`src/rtl/rppt_pkg.sv`:
```
// ----------------------------------------------------------------------------
// rppt_pkg: shared definitions for the page presence table
// Operation codes, register indexes, default sizes and the item-kind struct
// passed from the classifier through the queue to the counter engine.
// ----------------------------------------------------------------------------
package rppt_pkg;

  // Default geometry
  localparam int PAGE_OFFSET_BITS_DEF     = 12;
  localparam int ENTRY_INDEX_BITS_DEF     = 8;
  localparam int DIRECTORY_INDEX_BITS_DEF = 8;
  localparam int ADDRESS_WIDTH_DEF        = 40;
  localparam int COUNT_WIDTH_DEF          = 16;

  // Operation codes (code 3 behaves as a query)
  localparam int OP_W = 2;
  localparam logic [OP_W-1:0] OP_MAP   = 2'd0;
  localparam logic [OP_W-1:0] OP_UNMAP = 2'd1;
  localparam logic [OP_W-1:0] OP_QUERY = 2'd2;

  // Configuration register indexes
  localparam int CFG_IDX_W = 1;
  localparam logic [CFG_IDX_W-1:0] REG_WINDOW_BASE = 1'd0;
  localparam logic [CFG_IDX_W-1:0] REG_WINDOW_SIZE = 1'd1;

  // Result width of out_tdata
  localparam int OUT_DATA_W = 8;

  // Classified item kind
  typedef struct packed {
    logic is_map;
    logic is_unmap;
    logic oor;
  } item_kind_t;

  // Status from the counter engine to the front end
  typedef struct packed {
    logic clearing;
  } back_stat_t;

endpackage

```
`src/rtl/rppt_queue.sv`:
```
// ----------------------------------------------------------------------------
// rppt_queue: two-entry item queue
// Decouples the classifier from the counter engine so either may stall.
// ----------------------------------------------------------------------------
module rppt_queue
  import rppt_pkg::*;
#(
  parameter int WIDTH = 8
) (
  input  logic             clk,
  input  logic             rst_n,
  input  logic             push,
  output logic             push_ready,
  input  logic [WIDTH-1:0] push_data,
  input  logic             pop,
  output logic             pop_valid,
  output logic [WIDTH-1:0] pop_data
);

  logic [WIDTH-1:0] slots_r [2];
  logic             wr_ptr_r, rd_ptr_r;
  logic [1:0]       cnt_r, cnt_nxt;

  assign push_ready = (cnt_r != 2'd2);
  assign pop_valid  = (cnt_r != 2'd0);
  assign pop_data   = slots_r[rd_ptr_r];

  // Occupancy
  always_comb begin
    cnt_nxt = cnt_r;
    if (push && !pop) cnt_nxt = cnt_r + 2'd1;
    if (pop && !push) cnt_nxt = cnt_r - 2'd1;
  end

  // Pointers and occupancy
  always_ff @(posedge clk) begin
    if (!rst_n) begin
      wr_ptr_r <= 1'b0;
      rd_ptr_r <= 1'b0;
      cnt_r    <= 2'd0;
    end else begin
      if (push) wr_ptr_r <= ~wr_ptr_r;
      if (pop)  rd_ptr_r <= ~rd_ptr_r;
      cnt_r <= cnt_nxt;
    end
  end

  // Storage
  always_ff @(posedge clk) begin
    if (push) slots_r[wr_ptr_r] <= push_data;
  end

  assert property (@(posedge clk) disable iff (!rst_n) pop |-> pop_valid)
    else $error("queue popped while empty");
  assert property (@(posedge clk) disable iff (!rst_n) push |-> push_ready)
    else $error("queue pushed while full");
  assert property (@(posedge clk) disable iff (!rst_n)
    (push && !pop) |=> (cnt_r == $past(cnt_r) + 2'd1))
    else $error("queue occupancy lost a push");

endmodule

```
`config.mk`:
```
export PLATFORM = sky130hd
export DESIGN_NAME = rppt_queue
export DESIGN_NICKNAME = d
export VERILOG_FILES = /design/src/rtl/rppt_pkg.sv /design/src/rtl/rppt_queue.sv
export SDC_FILE = /design/constraint.sdc
export NUM_CORES = 1
export LEC_CHECK = 0
export BUFFER_PORTS_ARGS = -buffer_cell sky130_fd_sc_hd__buf_2
export CAP_MARGIN = 40
export CORE_UTILIZATION = 52
export CTS_CLUSTER_DIAMETER = 50
export CTS_CLUSTER_SIZE = 12
export DETAILED_ROUTE_END_ITERATION = 10
export GPL_ROUTABILITY_DRIVEN = 0
export PLACE_DENSITY = 0.8
export SYNTH_ARGS = -nofsm -noshare
export SYNTH_HDL_FRONTEND = slang
export SYNTH_SLANG_ARGS = --single-unit
```
`constraint.sdc`:
```
create_clock -name clk -period 1.7 [get_ports clk]
set_clock_uncertainty 0.05 [all_clocks]
set_input_delay 0.34 -clock clk [delete_from_list [all_inputs] [get_ports clk]]
set_output_delay 0.34 -clock clk [all_outputs]
set_load 0.005 [all_outputs]
```
==> impl_metrics.json, run 1 <==
{
  "synth.area.mux_share_pct": 11.4,
  "die-area_um2": 1680,
  "grt_pass1_vias": 384,
  "netlist_area_um2": 792,
  "setup_viol": 0,
  "hold_depth": 1,
  "synth-edff-count": 16,
  "path_class": "register to output pin",
  "drt-wirelength-per-cell_um": 13.0,
  "avgSynthCellArea_um2": 16.9,
  "fin_nets": 86,
  "start_kind": "register",
  "antenna_found_initial": 0,
  "core_area_um2": 1370,
  "status": "finished clean",
  "initial_core_util_pct": 58.0,
  "async_flop_share_pct": 0,
  "viasPerCell": 5.20,
  "seq_area_frac_synth_pct": 73.3,
  "ys_warn_count": 0,
  "worstPathArrival_ns": 1.21,
  "syn_nets": 60,
  "synth_top_family_by_area": "multiplexers",
  "final_cell_area_um2": 946,
  "antenna_cells": 0,
  "synth_common_cells": "16 x edfxtp_1, 8 x mux2_1, 5 x dfxtp_1, 4 x and2_1, 2 x xnor2_1",
  "clock_path_buffers": 2,
  "grt_pass1_wl_mm": 1.51,
  "numPortBuffers": 21,
  "ir_worst_vdd_mv": 0.590,
  "synth_top_area_share_pct": 60.7,
  "r2r_cells": 1,
  "clockRootBuffer": "clkbuf_4",
  "reg2reg_slack_ns": 0.61,
  "clkLatencyLatePin_ns": 0.28,
  "max_freq_mhz": 624,
  "syn-instance-count": 47,
  "drc": 0,
  "worstHoldPathType": "input port to register",
  "yosysMostFrequentCell": "edfxtp_1",
  "fin_crit_ns": 1.60,
  "synth_compound_area_share_pct": 2.53,
  "syn_to_final_growth_pct": 19.4,
  "clk_pin_slew_ns": 0.10,
  "synth_area_leaders": "edfxtp_1 61%, dfxtp_1 13%, mux2_1 11%",
  "worstPathRequired_ns": 1.31,
  "drt_iter0_markers": 15,
  "cts_tree": "done",
  "slew_headroom_pct": 75.3,
  "finalCritPeriodShare_pct": 94.3,
  "ios": 22,
  "wirelength_mm": 1.13,
  "powerDensity_nw_per_um2": 992,
  "htree_levels": 1,
  "ys_ff_latch": 21,
  "vias": 452,
  "final_max_slew_viol_count": 0,
  "final.setup.tns_ns": 0,
  "die_x_um": 41.0,
  "ys_types": 17,
  "drv_cap": 0,
  "drt_first_pass_iters": 7,
  "ant_nets": 0,
  "die_h_um": 41.0,
  "cts_inserted_buffers": 3,
  "grt_usage_pct": 14.9,
  "overflow": 0,
  "ys.flop_type": "edfxtp_1",
  "worstSetupEndpointType": "output pin",
  "yosysTopAreaCell": "edfxtp_1",
  "hold_violations": 0,
  "p_leak_nw": 0.375,
  "synth_fa_ha_area_share_pct": 1.58,
  "cts_sinks": 21,
  "postCtsSetupBuffers": 0,
  "rsz0062_at_grt": "false",
  "place_area_um2": 918,
  "synthXorXnorAreaFrac_pct": 3.32,
  "fp-row-count": 13,
  "worst_pin_slew_ns": 0.371,
  "yosys.area_share.simple_pct": 6.79,
  "grt_max_degree": 12,
  "final_layout_size_suffix_gt1_share_pct": 36.1,
  "cp_max_fo": 8
}
## area by class of cell
cell class / instances / area, um2
multi-input combinational: 24 / 203
fill: 95 / 420
inverter: 1 / 3.75
timing repair buffer: 22 / 113
tap: 15 / 18.8
clock buffer: 4 / 26.3
sequential: 21 / 582
## cell families after synthesis
family / Yosys count
flip-flops: 21
AND/OR/NAND/NOR: 9
multiplexers: 8
AO/OA/AOI/OAI: 3
XOR/XNOR: 3
buffers and inverters: 2
adder cells (fa/ha/maj): 1
## placed cells by master (no fill, tap or decap), types with 2 or more instances in the layout
master	count
xnor2_1	2
clkbuf_4	3
edfxtp_1	16
and2_1	4
mux2_1	8
buf_2	21
dfxtp_1	4
## what timing repair did
item                       4_1_cts  5_1_grt
hold buffers                     0        0
resized for setup                1        0
setup endpoints to repair        8        0
## per-layer routing
metal	routed length (um)	global-route usage (%)
met1	479	16.9
met2	586	25.0
met3	63	3.26
met4	0	10.0
met5	0	0
## through the flow
| step | setup slack, ns | util [%] | power, W | hold slack (ns) | std cells |
|---|---|---|---|---|---|
| CTS | 0.0783 | 69.2 | 0.000949 | 0.173 | 87 |
| floorplan | 0.414 | - | 0.000678 | 0.389 | 47 |
| global route | 0.0320 | 69.2 | 0.000983 | 0.165 | 87 |
| finish | 0.0966 | 69.2 | 0.000939 | 0.186 | 87 |
| global placement | 0.286 | 67.2 | 0.000728 | 0.432 | 83 |
| detailed placement | 0.254 | 67.2 | 0.000737 | 0.452 | 83 |
## worst paths after layout
kind	start	endpoint
min	push_data[0]	slots_r[1][0]
max reg2reg	wr_ptr_r	slots_r[1][7]
max	register	pop_data[3]
min reg2reg	cnt_r[1]	cnt_r[1]
## critical path, cell delays in order (launching register included)
cell     delay [ns]
dfxtp_2        0.45
mux2_1         0.35
buf_2          0.13
## sequential cells by signal (all words and copies together) (netlist names), named ones only
signal,cells
cnt_r,2
slots_r,16
wr_ptr_r,1
rd_ptr_r,1
## where the power goes
group,switching (W),internal [W],total [W]
Clock,0.000123,0.0000910,0.000214
Combinational,0.0000509,0.0000663,0.000117
Sequential,0.0000202,0.000587,0.000608
Total,0.000194,0.000745,0.000939
(Power assumes the default switching activity.)
==> run 2, diff against run 1 <==
--- a/config.mk
+++ b/config.mk
@@ -14,4 +14,5 @@
 export GPL_ROUTABILITY_DRIVEN = 0
 export PLACE_DENSITY = 0.8
+export RECOVER_POWER = 50
 export SYNTH_ARGS = -nofsm -noshare
 export SYNTH_HDL_FRONTEND = slang
==> constraint.sdc (replaced) <==
create_clock -name clk -period 1.7 [get_ports clk]
set_clock_uncertainty 0.05 [all_clocks]
set_input_delay 0.34 -clock clk [delete_from_list [all_inputs] [get_ports clk]]
set_output_delay 0.34 -clock clk [all_outputs]
set_load 0.05 [all_outputs]
==> run 2 against run 1 <==
Maximum frequency fell by 4.0%. Non-clock buffer count did not move. Combinational power rose by 82%. Cell count stayed put. Register-to-register slack got worse by 0.14 ns. Clock power rose by 6%. Sequential power about the same. Worst setup slack worse by 0.066 ns. Total power up 11%. Via count shrank 3.5%. Worst hold slack lost 0.015 ns. Critical endpoint unchanged. Count of clock-buffer cells in the layout fell by 1.
==> impl_metrics.json, run 2 (synthesis gave the netlist of run 1 again) <==
{
  "dp_hpwl_um": 796,
  "ios": 22,
  "cts_sinks": 21,
  "drv_cap": 0,
  "holdPathEnd": "slots_r[1][0]",
  "p_leak_nw": 0.364,
  "r2r_start": "wr_ptr_r",
  "final_layout_size_suffix_gt1_share_pct": 30.6,
  "slowest_delay_ns": 0.42,
  "critPathTopFamily": "flip-flops",
  "powerDensity_nw_per_um2": 1100,
  "htree_levels": 1,
  "core_area_um2": 1370,
  "grt_usage_pct": 15.9,
  "path_class": "register to output pin",
  "total_power_w": 0.00105,
  "antenna_cells": 0,
  "place_worst_setup_slack_ns": 0.203,
  "cts_resized": 2,
  "clkLatencyLatePin_ns": 0.30,
  "cts_tree": "done",
  "vias": 436,
  "drt-wirelength-per-cell_um": 12.6,
  "worstHoldPathType": "input port to register",
  "viasPerCell": 5.01,
  "max_freq_mhz": 599,
  "finalCritPeriodShare_pct": 98.2,
  "hold_depth": 1,
  "initial_core_util_pct": 58.0,
  "drc": 0,
  "fin_crit_ns": 1.67,
  "drt_iter0_markers": 13,
  "worstPathArrival_ns": 1.28,
  "largest-register": "slots_r",
  "slowest_stage": "dfxtp_4",
  "numPortBuffers": 21,
  "worstSetupEndpointType": "output pin",
  "fp-row-count": 13,
  "status": "finished clean",
  "setup_ws_ns": 0.0306,
  "layout_commonest_cell": "edfxtp_1",
  "setup_viol": 0,
  "die_h_um": 41.0,
  "critical_path_buf_inv_count": 1,
  "largest_registers": "slots_r (16), cnt_r (2)",
  "die_x_um": 41.0,
  "wirelength_mm": 1.10,
  "holdWs_ns": 0.171,
  "hold_violations": 0,
  "r2r_cells": 2,
  "largest_reg_flops": 16,
  "cts_hold_buffers": 0,
  "final_max_slew_viol_count": 0,
  "r2r_end": "slots_r[0][1]",
  "cts_inserted_buffers": 3,
  "min-delay-start": "push_data[0]",
  "reg2reg_slack_ns": 0.47,
  "die-area_um2": 1680,
  "ant_nets": 0,
  "grt_pass1_vias": 374,
  "grt_pass1_wl_mm": 1.59,
  "worst_pin_slew_ns": 0.488,
  "slew_headroom_pct": 67.5,
  "final_cell_mix": "16 x edfxtp_1, 15 x buf_2, 8 x mux2_1",
  "overflow": 0,
  "clockRootBuffer": "clkbuf_4",
  "start_kind": "register",
  "cp_max_fo": 8,
  "clock_path_buffers": 2,
  "fin_nets": 86,
  "crit_path_cell_trace": "mux2_1 -> clkbuf_4",
  "postCtsSetupBuffers": 0,
  "syn_to_final_growth_pct": 19.9,
  "ir_worst_vdd_mv": 0.594,
  "antenna_found_initial": 0,
  "worstPathRequired_ns": 1.31,
  "drt_first_pass_iters": 4,
  "clk_pin_slew_ns": 0.11,
  "grt_max_degree": 13
}
[run 2: layer usage]
layer | up-vias | part of all wire [%] | track usage, %
met5 | - | 0 | 0
li1 | 219 | - | -
met2 | 20 | 45 | 23.4
met1 | 193 | 47 | 20.2
met3 | 4 | 6.0 | 6.52
met4 | 0 | 1.9 | 7.50
[run 2: how the worst max path moves through the flow]
stage	from	to	slack [ns]	cells after the start
2_1_floorplan	register	pop_data[0]	0.32	2
3_3_place_gp	register	pop_data[4]	0.22	2
3_5_place_dp	register	pop_data[4]	0.20	2
4_1_cts	register	pop_data[4]	0.008	2
5_1_grt	register	pop_data[3]	-0.03	2
6_report	register	pop_data[3]	0.03	2
[run 2: stage by stage]
step                      setup TNS (ns)  util [%]  area (um2)  cells
final                                  0      69.5         950     87
after global routing             -0.0254      69.5         950     87
after global placement                 0      67.2         918     83
after floorplan                        0         -         792     47
after detailed placement               0      67.2         918     83
after CTS                              0      69.5         950     87
[run 2: layout make-up]
class | instances | area [um2]
clock buffer | 3 | 22.5
timing repair buffer | 22 | 113
clock inverter | 1 | 5.00
inverter | 1 | 3.75
multi-input combinational | 24 | 203
tap | 15 | 18.8
fill | 100 | 417
sequential | 21 | 584
[run 2: where the power goes]
group	internal [W]	total, W	switching, W
combinational	0.0000680	0.000213	0.000145
clock	0.0000876	0.000226	0.000138
sequential	0.000587	0.000607	0.0000199
