--- src/rtl/rppt_pkg.sv ---
// ----------------------------------------------------------------------------
// rppt_pkg: shared definitions for the page presence table
// Operation codes, register indexes, default sizes and the item-kind struct
// passed from the classifier through the queue to the counter engine.
// ----------------------------------------------------------------------------
package rppt_pkg;

  // Default geometry
  localparam int PAGE_OFFSET_BITS_DEF     = 12;
  localparam int ENTRY_INDEX_BITS_DEF     = 8;
  localparam int DIRECTORY_INDEX_BITS_DEF = 8;
  localparam int ADDRESS_WIDTH_DEF        = 40;
  localparam int COUNT_WIDTH_DEF          = 16;

  // Operation codes (code 3 behaves as a query)
  localparam int OP_W = 2;
  localparam logic [OP_W-1:0] OP_MAP   = 2'd0;
  localparam logic [OP_W-1:0] OP_UNMAP = 2'd1;
  localparam logic [OP_W-1:0] OP_QUERY = 2'd2;

  // Configuration register indexes
  localparam int CFG_IDX_W = 1;
  localparam logic [CFG_IDX_W-1:0] REG_WINDOW_BASE = 1'd0;
  localparam logic [CFG_IDX_W-1:0] REG_WINDOW_SIZE = 1'd1;

  // Result width of out_tdata
  localparam int OUT_DATA_W = 8;

  // Classified item kind
  typedef struct packed {
    logic is_map;
    logic is_unmap;
    logic oor;
  } item_kind_t;

  // Status from the counter engine to the front end
  typedef struct packed {
    logic clearing;
  } back_stat_t;

endpackage

--- src/rtl/rppt_front.sv ---
// ----------------------------------------------------------------------------
// rppt_front: window check and classification
// Holds the window registers, checks each incoming address against the
// window, splits the offset into a slot index and pushes the item to the queue.
// ----------------------------------------------------------------------------
module rppt_front
  import rppt_pkg::*;
#(
  parameter int PAGE_OFFSET_BITS     = PAGE_OFFSET_BITS_DEF,
  parameter int ENTRY_INDEX_BITS     = ENTRY_INDEX_BITS_DEF,
  parameter int DIRECTORY_INDEX_BITS = DIRECTORY_INDEX_BITS_DEF,
  parameter int ADDRESS_WIDTH        = ADDRESS_WIDTH_DEF
) (
  input  logic                                          clk,
  input  logic                                          rst_n,
  // configuration
  input  logic                                          cfg_wen,
  input  logic [CFG_IDX_W-1:0]                          cfg_index,
  input  logic [ADDRESS_WIDTH-1:0]                      cfg_wdata,
  // input item
  input  logic                                          item_valid,
  output logic                                          item_ready,
  input  logic [OP_W-1:0]                               item_op,
  input  logic [ADDRESS_WIDTH-1:0]                      item_addr,
  // queue side
  output logic                                          q_push,
  input  logic                                          q_ready,
  output item_kind_t                                    q_kind,
  output logic [DIRECTORY_INDEX_BITS+ENTRY_INDEX_BITS-1:0] q_slot,
  input  back_stat_t                                    back_stat
);

  localparam int SLOT_W = DIRECTORY_INDEX_BITS + ENTRY_INDEX_BITS;
  localparam int TOP_B  = PAGE_OFFSET_BITS + SLOT_W;
  localparam int OFF_W  = (ADDRESS_WIDTH > TOP_B) ? ADDRESS_WIDTH : TOP_B;

  logic [ADDRESS_WIDTH-1:0] win_base_r;
  logic [ADDRESS_WIDTH-1:0] win_size_r;
  logic [ADDRESS_WIDTH:0]   diff;
  logic [OFF_W-1:0]         off_ext;
  logic                     below, beyond;

  // Window registers
  always_ff @(posedge clk) begin
    if (!rst_n) begin
      win_base_r <= '0;
      win_size_r <= '0;
    end else if (cfg_wen) begin
      case (cfg_index)
        REG_WINDOW_BASE: win_base_r <= cfg_wdata;
        REG_WINDOW_SIZE: win_size_r <= cfg_wdata;
        default: ;
      endcase
    end
  end

  // Window check: borrow of the subtraction marks an address below the base
  always_comb begin
    diff    = {1'b0, item_addr} - {1'b0, win_base_r};
    below   = diff[ADDRESS_WIDTH];
    beyond  = diff[ADDRESS_WIDTH-1:0] >= win_size_r;
    off_ext = OFF_W'(diff[ADDRESS_WIDTH-1:0]);
  end

  // Classification; unused op code falls through to a query
  always_comb begin
    q_kind.oor      = below | beyond;
    q_kind.is_map   = (item_op == OP_MAP);
    q_kind.is_unmap = (item_op == OP_UNMAP);
    q_slot          = off_ext[TOP_B-1:PAGE_OFFSET_BITS];
  end

  assign item_ready = q_ready & ~back_stat.clearing;
  assign q_push     = item_valid & item_ready;

endmodule

--- config.mk ---
export PLATFORM = sky130hd
export DESIGN_NAME = rppt_front
export DESIGN_NICKNAME = d
export VERILOG_FILES = /design/src/rtl/rppt_pkg.sv /design/src/rtl/rppt_front.sv
export SDC_FILE = /design/constraint.sdc
export NUM_CORES = 1
export LEC_CHECK = 0
export BUFFER_PORTS_ARGS = -buffer_cell sky130_fd_sc_hd__buf_2
export CORE_ASPECT_RATIO = 0.5
export CORE_UTILIZATION = 55
export CTS_BUF_LIST = sky130_fd_sc_hd__clkbuf_2
export DETAILED_ROUTE_END_ITERATION = 8
export HOLD_SLACK_MARGIN = 0.05
export PLACE_DENSITY = 0.79
export SYNTH_ARGS = -nofsm -noshare
export SYNTH_HDL_FRONTEND = slang
export SYNTH_SLANG_ARGS = --single-unit
export TNS_END_PERCENT = 1
--- constraint.sdc ---
create_clock -name clk -period 10.1 [get_ports clk]
set_input_delay 0 -clock clk [delete_from_list [all_inputs] [get_ports clk]]
set_output_delay 0 -clock clk [all_outputs]
set_load 0.03 [all_outputs]
==> results.cfg, run 1 <==
[clock_tree]
cts_tree = built
clock_latency_ns = 0.54
post-cts-setup-buffers = 0
h-tree-depth = 3
path_clk_slew_ns = 0.23
numCtsBuffers = 9
cts-root-buf = clkbuf_2
cts_sinks = 80
cts_buffer_depth = 2

[pwr]
p_leak_nw = 3.12
power_density_mw_per_mm2 = 120
peakVddDrop_v = 0.0000624

[logic_synthesis]
synth_area_per_cell_um2 = 7.55
synth_nets = 1002
ys_ff_latch = 80
synthesis.area_mm2 = 0.00628
synth-edff-count = 0
synthCells = 832
yosys.cell_types.count = 52
synthFlopType = dfxtp_1
ys_seq_area_share_pct = 25.5
async_reset_ff_share_pct = 0
synth_warnings = 0

[timing]
setup_viol = 0
period_share_pct = 48.1
worst_slack_ns = 5.25
final_hold_viol_count = 0
fin_setup_tns_ns = 0
rsz0062_at_grt = false
slew_headroom_pct = 20.6
worstMarginPinSlew_ns = 1.19
fmax_mhz = 206
drv_slew = 0
clock-skew-final_ns = 0
min_period_ns = 4.85

[setup_path]
cp_max_fo = 9
arrival_ns = 4.85
r2r-start = win_base_r[21]$_SDFFE_PN0P_
cp-start-kind = flop
end_kind = output port
required_ns = 10.10
critPathKind = flop to output port
crit_path_start = win_base_r[6]$_SDFFE_PN0P_

[route]
drtAntennaViolNets = 0
drt-total-wl_um = 16000
vias_per_cell = 5.46
drtIter0Drc = 281
drt-wirelength-per-cell_um = 14.4
route.detailed.drc = 0
first_pass_iters = 7
dr_total_vias = 6046

[place]
pre_cts_ws_ns = 5.96
io_buffers = 109
post-dp-hpwl_um = 11900
placed_cells = 1048
placed_area_mm2 = 0.00688
place_congestion = 0.914

[layout]
final_cells = 1107
area_delta_synth_final_pct = 18.1
n_antenna_cell = 0
design_area_mm2 = 0.00742
drive_gt1_share_pct = 14.2
final_nets = 1128
final_util_pct = 67.2

[global_routing]
overflow = 0
grt_antenna_before_repair = 0
grt_pass1_vias = 5553
grt_max_degree = 81
grt_pass1_wl_um = 26300
grt.total_usage_pct = 27.4

[worst_hold_path]
min_path_type = input pin to flop
worstHoldStart = rst_n

[floorplan]
die_x_um = 153
initial_core_util_pct = 56.9
boundaryPins = 110
fp.dieH_um = 77.6
core_area_mm2 = 0.0110
dieArea_mm2 = 0.0119
row_count = 27

[run_status]
status = completed

[job]
drv_cap = 0
metrics by stage:
step	hold WS, ns	power, W
finish	0.205	0.000893
global placement	0.267	0.000699
floorplan	0.107	0.000607
global route	0.147	0.000956
CTS	0.0573	0.000896
detailed placement	0.274	0.000706
cell usage in the layout, fill, tap and decap left out, types with 2 or more instances in the layout:
master           n
nand2_1        181
buf_2          109
inv_1           91
a21boi_0        81
ha_1            80
dfxtp_1         80
dlygate4sd3_1   44
a21oi_1         40
a21o_1          38
nand4_1         21
nor2_1          21
xnor2_1         21
xor2_1          17
o21ai_0         16
a31oi_1          9
o21ai_1          9
o21bai_1         9
clkbuf_2         9
nand3_1          8
nand2b_1         6
o21a_1           6
nor2b_1          5
nor3_1           5
a211oi_1         4
o2111ai_1        3
a31o_1           3
o31ai_1          3
nor4_1           3
and2_1           3
clkinv_2         3
buf_4            3
and3_1           2
o41ai_2          2
and4_1           2
o211ai_1         2
where the power goes:
part / leakage [nW] / switching (W) / internal [W] / total, W
registers: 0.654 / 0.00000748 / 0.000331 / 0.000338
clock network: 0.0675 / 0.000121 / 0.0000549 / 0.000176
logic: 2.40 / 0.000220 / 0.000159 / 0.000379
cell families (layout without fill, tap and decap cells):
logic type	after synthesis	in the layout	synth area share, %
buf+inv	132	262	8.04
flops	80	80	25.5
xor+xnor	38	38	5.30
simple gates	263	263	18.0
compound gates	238	238	26.9
fa+ha+maj	81	81	16.2
synth_stat cells, drive strengths merged, types with 3 or more instances:
| master | count | area share (%) |
|---|---|---|
| nand2b | 6 | 0.60 |
| o41ai | 3 | 0.66 |
| nand3 | 8 | 0.64 |
| o2111ai | 3 | 0.42 |
| ha | 80 | 16 |
| a211oi | 4 | 0.48 |
| nand4 | 21 | 2.1 |
| o21bai | 9 | 1.1 |
| xor2 | 17 | 2.4 |
| a31oi | 9 | 0.90 |
| o31ai | 4 | 0.56 |
| a21o | 38 | 4.5 |
| clkbuf | 36 | 2.2 |
| nand2 | 182 | 11 |
| buf | 5 | 0.46 |
| and2 | 3 | 0.30 |
| o21ai | 25 | 2.0 |
| xnor2 | 21 | 2.9 |
| a21boi | 81 | 9.7 |
| nor2b | 6 | 0.60 |
| inv | 91 | 5.4 |
| dfxtp | 80 | 25 |
| nor2 | 21 | 1.3 |
| o21a | 6 | 0.72 |
| a31o | 3 | 0.42 |
| nor3 | 5 | 0.40 |
| nor4 | 3 | 0.30 |
| a21oi | 41 | 3.3 |
sequential cells by signal, summed over array words and instances, names as in the netlist:
register and flops:
win_size_r 40, win_base_r 40
repair_timing:
| item | 4_1_cts | 5_1_grt |
|---|---|---|
| endpoints found under the hold margin | 80 | 1 |
| hold buffers | 43 | 1 |
| resized for setup | 0 | 0 |
| endpoints found under the setup margin | 0 | 0 |
metal layers:
metal	vias to the layer above	GRT usage [%]	wire, um	part of all wire (%)
met5	-	0	0	0
met4	0	5.66	189	1.2
met3	20	4.75	758	4.7
met2	139	46.6	7190	45
met1	2800	36.5	7830	49
li1	3087	-	-	-
worst max-delay path: stages (launching register included):
cell	delay (ns)
dfxtp_1	0.38
inv_1	0.05
ha_1	0.42
a211oi_1	0.12
o21ai_1	0.20
a41oi_1	0.17
o211ai_1	0.44
nand3_1	0.19
nand2_1	0.14
a31oi_1	0.11
xnor2_1	0.24
ha_1	0.29
a21o_1	0.18
a21o_1	0.16
a21oi_1	0.16
o21ai_0	0.13
a21o_1	0.17
a31oi_1	0.24
o31a_1	0.16
o221ai_1	0.13
buf_2	0.21
layout make-up:
cell class | count | area (um^2)
multi-input combinational | 620 | 4180
tap | 145 | 181
sequential | 80 | 1600
inverter | 91 | 342
timing repair buffer | 156 | 1010
clock buffer | 9 | 45.0
fill | 997 | 3620
clock inverter | 6 | 61.3
path summary, 6_finish.rpt:
kind / end / slack (ns) / depth (start not counted)
min: win_size_r[19]$_SDFFE_PN0P_ / 0.20 / 2
max reg2reg: win_base_r[21]$_SDFFE_PN0P_ / 9.37 / 2
min reg2reg: win_base_r[15]$_SDFFE_PN0P_ / 0.48 / 2
max: q_kind[0] / 5.25 / 20
No activity file was read; power rests on OpenSTA's default activity.
==> run 2: changes to the inputs <==
--- a/config.mk
+++ b/config.mk
@@ -5,13 +5,14 @@
 export SDC_FILE = /design/constraint.sdc
 export NUM_CORES = 1
 export LEC_CHECK = 0
+export ABC_AREA = 1
 export BUFFER_PORTS_ARGS = -buffer_cell sky130_fd_sc_hd__buf_2
 export CORE_ASPECT_RATIO = 0.5
 export CORE_UTILIZATION = 55
 export CTS_BUF_LIST = sky130_fd_sc_hd__clkbuf_2
 export DETAILED_ROUTE_END_ITERATION = 8
 export HOLD_SLACK_MARGIN = 0.05
-export PLACE_DENSITY = 0.79
+export PLACE_DENSITY = 0.78
 export SYNTH_ARGS = -nofsm -noshare
 export SYNTH_HDL_FRONTEND = slang
 export SYNTH_SLANG_ARGS = --single-unit
==> constraint.sdc (replaced) <==
create_clock -name clk -period 4.6 [get_ports clk]
set_input_delay 0 -clock clk [delete_from_list [all_inputs] [get_ports clk]]
set_output_delay 0 -clock clk [all_outputs]
set_load 0.03 [all_outputs]
==> run 2 against run 1 <==
  * Global-route usage grew 2.1 points
  * Sequential share of layout area shrank 1.7 points
  * Count of clock-buffer cells in the layout is the same
  * Routed wire length grew 15%
  * Critical path depth grew 1
  * Clock power grew 140%
  * Register-to-register slack lost 6.0 ns
  * Critical path type unchanged
  * Largest cell class unchanged
  * Largest power group unchanged
==> results.cfg, run 2 <==
[clock_tree]
cts-root-buf = clkbuf_2
cts_tree = built
cts_resized = 0
hold_buffers = 43
cts_sinks = 80
h-tree-depth = 3
cts_buffer_depth = 2
post-cts-setup-buffers = 0
clock_latency_ns = 0.56
path_clk_slew_ns = 0.22
numCtsBuffers = 9

[place]
place_congestion = 0.977
post-dp-hpwl_um = 14500
io_buffers = 109
placed_cells = 1367
placed_area_mm2 = 0.00749

[logic_synthesis]
synthTopCellsByCount = nand2_1 (300), inv_1 (225), a21oi_1 (131)
async_reset_ff_share_pct = 0
yosys-top-cells-area = dfxtp_1 (23%), nand2_1 (17%), ha_1 (15%), inv_1 (12%), a21oi_1 (9.6%)
synth_warnings = 0
synthCells = 1116
ys_ff_latch = 80
synthesis.area_mm2 = 0.00682
yosys.cell_types.count = 31
synth.most_common_cell = nand2_1
yosys.area.top_type_share_pct = 23.5
synth_area_per_cell_um2 = 6.11
synth_nets = 1286
ys_seq_area_share_pct = 23.5
synthFlopType = dfxtp_1
synth_area_leader_cell = dfxtp_1
synth-edff-count = 0

[layout]
final_nets = 1426
n_antenna_cell = 0
layout_commonest_cell = nand2_1
mostFrequentLayoutCells = nand2_1 (299), inv_1 (225), a21oi_1 (131)
multi_input_area_mm2 = 0.00428
regArea_mm2 = 0.00160
drive_gt1_share_pct = 11.9
design_area_mm2 = 0.00804
reg.largest.list = win_base_r x40, win_size_r x40
area_delta_synth_final_pct = 17.9
n_fill_cell = 1141
final_cells = 1424
final_util_pct = 67.3

[setup_path]
cp_max_fo = 6
end_kind = output port
arrival_ns = 3.92
r2r_slack_ns = 3.36
critPathKind = flop to output port
r2r_cells = 3
r2r-end = win_base_r[0]$_SDFFE_PN0P_
crit_path_end = q_kind[0]
crit_path_start = win_base_r[0]$_SDFFE_PN0P_
cp-start-kind = flop
r2r-start = win_base_r[0]$_SDFFE_PN0P_
required_ns = 4.60

[floorplan]
initial_core_util_pct = 57.1
fp.dieH_um = 80.8
core_area_mm2 = 0.0119
die_x_um = 160
row_count = 28
dieArea_mm2 = 0.0129
boundaryPins = 110

[route]
dr.max_layer_used = met4
drtAntennaViolNets = 0
route.detailed.drc = 0
wl_met1_um = 9580
dr_wl_met3_um = 919
drt-total-wl_um = 18400
met2_length_um = 7770
drtIter0Drc = 491
dr_total_vias = 7163
vias_per_cell = 5.03
first_pass_iters = 7
drt-wirelength-per-cell_um = 12.9

[run_status]
status = completed

[timing]
fmax_mhz = 255
final_hold_viol_count = 0
setup_viol = 0
min_period_ns = 3.92
fin_setup_tns_ns = 0
rsz0062_at_grt = false
worstMarginPinSlew_ns = 1.16
drv_slew = 0
period_share_pct = 85.3
slew_headroom_pct = 22.5
clock-skew-final_ns = 0

[pwr]
p_leak_nw = 4.24
peakVddDrop_v = 0.000166
power_density_mw_per_mm2 = 281

[job]
drv_cap = 0

[worst_hold_path]
min_path_type = input pin to flop
min_delay_path_depth = 3

[global_routing]
overflow = 0
grt_pass1_wl_um = 30100
grt_pass1_vias = 6367
grt_max_degree = 81
grt_antenna_before_repair = 0
grt.total_usage_pct = 29.5
run 2: changes by cell type after synthesis, sizes merged, moves of 14 or more:
cell and delta:
o21ai +71, nand2 +127, a21boi -80, inv +134, nor2 +62, nand4 -17
clkbuf -14, xnor2 -14, a21oi +90, nand3 +26, a21o -36
run 2: where the power goes:
group,switching [W],leakage [nW],internal (W),total [W]
clock network,0.000259,0.0750,0.000170,0.000429
logic,0.000693,3.50,0.000387,0.00108
registers,0.0000115,0.661,0.000740,0.000752
run 2: worst min-delay path by stage:
stage	from	to	slack [ns]
after floorplan	item_op[1]	q_kind[2]	0.11
after global placement	cfg_wdata[0]	win_base_r[0]$_SDFFE_PN0P_	0.24
after detailed placement	cfg_wdata[0]	win_base_r[0]$_SDFFE_PN0P_	0.25
after CTS	rst_n	win_base_r[5]$_SDFFE_PN0P_	0.13
after global routing	cfg_wdata[7]	win_base_r[7]$_SDFFE_PN0P_	0.19
final	rst_n	win_size_r[7]$_SDFFE_PN0P_	0.19
run 2: kinds of logic after synthesis:
group	share of synthesized area, %
xor+xnor	2.95
fa+ha+maj	15.0
buf+inv	13.8
flops	23.5
compound gates	18.0
simple gates	26.9
run 2: critical path, stage by stage (launching register included):
cell and delay [ns]:
dfxtp_1 0.36, ha_1 0.20, fa_1 0.41, inv_1 0.10, nand3_1 0.11, nand2_4 0.13
nand2_1 0.06, nand2_1 0.13, nand2_1 0.09, nand3_2 0.14, nand2_1 0.10, nand3_1 0.08
nand2_1 0.08, ha_1 0.28, nand2_1 0.06, nor2_1 0.19, nand4_1 0.10, or2_2 0.28
a21oi_1 0.13, nor2_1 0.06, nand2_1 0.09, buf_2 0.20
run 2: routing by layer:
metal | global-route usage [%] | vias to the layer above
met5 | 0 | -
met4 | 4.62 | 0
met3 | 5.06 | 15
met2 | 47.4 | 163
met1 | 42.0 | 3197
li1 | - | 3788
run 2: cell type report:
cell class,count,area share (%)
Inverter,226,10.5
Multi-Input combinational cell,786,53.3
Clock inverter,5,0.918
Tap cell,165,2.57
Timing Repair Buffer,153,12.2
Sequential cell,80,19.9
Clock buffer,9,0.560
run 2: through the flow:
step,setup WS [ns],total power [W],hold WS [ns]
final,0.675,0.00226,0.193
after global routing,0.319,0.00245,0.195
after CTS,0.652,0.00227,0.130
after detailed placement,1.33,0.00180,0.247
after global placement,1.40,0.00178,0.243
after floorplan,1.61,0.00151,0.107
==> run 3: changes to the inputs <==
--- a/config.mk
+++ b/config.mk
@@ -10,9 +10,11 @@
 export CORE_ASPECT_RATIO = 0.5
 export CORE_UTILIZATION = 55
 export CTS_BUF_LIST = sky130_fd_sc_hd__clkbuf_2
+export CTS_CLUSTER_DIAMETER = 80
 export DETAILED_ROUTE_END_ITERATION = 8
 export HOLD_SLACK_MARGIN = 0.05
 export PLACE_DENSITY = 0.78
+export REMOVE_ABC_BUFFERS = 1
 export SYNTH_ARGS = -nofsm -noshare
 export SYNTH_HDL_FRONTEND = slang
 export SYNTH_SLANG_ARGS = --single-unit
==> constraint.sdc (replaced) <==
create_clock -name clk -period 4.13 [get_ports clk]
set_input_delay 0 -clock clk [delete_from_list [all_inputs] [get_ports clk]]
set_output_delay 0 -clock clk [all_outputs]
set_load 0.03 [all_outputs]
==> run 3 against run 2 <==
  * Cell area is 0.59% higher
  * Global-route usage is 0.23 points lower
  * Worst setup slack worse by 0.39 ns
  * Sequential share of layout area is 0.10 points lower
  * Critical path depth is 2 higher
  * Largest power group unchanged
==> results.cfg, run 3 (same netlist as run 2, synthesis figures left out) <==
[clock_tree]
cts_buffer_depth = 2
h-tree-depth = 3
path_clk_slew_ns = 0.25
clock_latency_ns = 0.58
cts_tree = built
cts_sinks = 80
cts-root-buf = clkbuf_2
numCtsBuffers = 9

[floorplan]
core_area_mm2 = 0.0119
die_x_um = 160
initial_core_util_pct = 57.1
boundaryPins = 110
row_count = 28
fp.dieH_um = 80.8
dieArea_mm2 = 0.0129

[worst_hold_path]
min_path_type = input pin to flop

[pwr]
p_leak_nw = 4.25
power_density_mw_per_mm2 = 316
pwr-share-clk_pct = 19.7
power.share.switching_pct = 42.7
peakVddDrop_v = 0.000184
power_frac_seq_pct = 32.8
intPower_w = 0.00146
combPwrFrac_pct = 47.5
switchingPower_w = 0.00109

[route]
route.detailed.drc = 0
drt-wirelength-per-cell_um = 13.1
drt-total-wl_um = 18800
drtIter0Drc = 446
vias_per_cell = 5.04
drtAntennaViolNets = 0
first_pass_iters = 5
dr_total_vias = 7207

[global_routing]
grt_pass1_wl_um = 30100
grt_max_degree = 81
grt.total_usage_pct = 29.3
grt_antenna_before_repair = 1
grt_pass1_vias = 6397
overflow = 0

[layout]
drive_gt1_share_pct = 12.5
n_fill_cell = 1144
reg.largest.list = win_base_r x40, win_size_r x40
multi_input_area_mm2 = 0.00430
area_delta_synth_final_pct = 18.6
layout_commonest_cell = nand2_1
final_nets = 1426
regArea_mm2 = 0.00160
mostFrequentLayoutCells = nand2_1 (298), inv_1 (225), a21oi_1 (130)
final_cells = 1429

[place]
post-dp-hpwl_um = 14600
pre_cts_ws_ns = 0.887
place_congestion = 0.930
placed_cells = 1367
io_buffers = 109

[timing]
worstMarginPinSlew_ns = 1.18
final_hold_viol_count = 0
period_share_pct = 93.2
slew_headroom_pct = 20.9
worst_slack_ns = 0.283
fmax_mhz = 260
clock-skew-final_ns = 0
drv_slew = 0
setup_viol = 0
min_period_ns = 3.85

[job]
drv_cap = 0

[setup_path]
required_ns = 4.13
critPathKind = flop to output port
end_kind = output port
arrival_ns = 3.85
cp-start-kind = flop
cp_max_fo = 6

[run_status]
status = completed
[run 3: repair_timing]
action,CTS,global route
setup endpoints to repair,0,1
buffers inserted,0,0
resized for setup,0,7
hold buffers,43,0
hold endpoints to repair,80,0
[run 3: path summary, 6_finish.rpt]
path                                     end  cells past startpoint  slack [ns]                       start
setup / recovery                   q_kind[0]                     23        0.28  win_base_r[2]$_SDFFE_PN0P_
hold / removal    win_size_r[4]$_SDFFE_PN0P_                      4        0.13                   cfg_index
setup reg to reg  win_base_r[0]$_SDFFE_PN0P_                      3        2.93  win_base_r[0]$_SDFFE_PN0P_
hold reg to reg   win_base_r[7]$_SDFFE_PN0P_                      2        0.47  win_base_r[7]$_SDFFE_PN0P_
[run 3: layer usage]
metal / track usage (%) / share of wire, % / vias to the layer above
met1: 39.9 / 50 / 3190
met4: 5.10 / 0.88 / 0
met5: 0 / 0 / -
met2: 50.2 / 44 / 202
li1: - / - / 3799
met3: 4.03 / 5.0 / 16
[run 3: cell type report]
cell class	count	share of cell area, %
Multi-Input combinational cell	786	53.2
Sequential cell	80	19.8
Timing Repair Buffer	153	12.2
Inverter	226	10.5
Tap cell	165	2.55
Clock inverter	5	1.01
Clock buffer	11	0.681
Antenna cell	3	0.0928
[run 3: stage by stage]
stage | instance area (um^2) | power [W] | setup TNS (ns) | util [%] | hold WS, ns
2_1_floorplan | 6730 | 0.00167 | 0 | - | 0.107
3_3_place_gp | 7490 | 0.00199 | 0 | 62.7 | 0.271
3_5_place_dp | 7490 | 0.00201 | 0 | 62.7 | 0.275
4_1_cts | 8060 | 0.00255 | 0 | 67.5 | 0.116
5_1_grt | 8090 | 0.00275 | -0.000113 | 67.7 | 0.171
6_report | 8090 | 0.00256 | 0 | 67.7 | 0.133
[run 3: power groups by stage]
stage / Sequential (W) / Combinational (W) / Clock [W]
after floorplan: 0.000850 / 0.000824 / 0
after global placement: 0.000852 / 0.00113 / 0
after detailed placement: 0.000854 / 0.00115 / 0
after CTS: 0.000838 / 0.00119 / 0.000517
after global routing: 0.000844 / 0.00136 / 0.000542
final: 0.000838 / 0.00121 / 0.000503
[run 3: worst max-delay path: stages (launching register included)]
cell	delay, ns
dfxtp_1	0.37
inv_1	0.05
ha_1	0.36
nand2_1	0.10
nand2_1	0.07
inv_1	0.07
nand2_2	0.08
nand2_1	0.07
nand2_1	0.12
nand2_1	0.11
nand3_2	0.19
nand2_1	0.15
nand2_1	0.06
nand2_1	0.05
nand2_1	0.05
ha_1	0.29
nand2_1	0.06
nor2_1	0.20
nand2_1	0.10
or2_2	0.30
a21oi_1	0.11
nor2_1	0.06
nand2_1	0.06
clkbuf_4	0.18
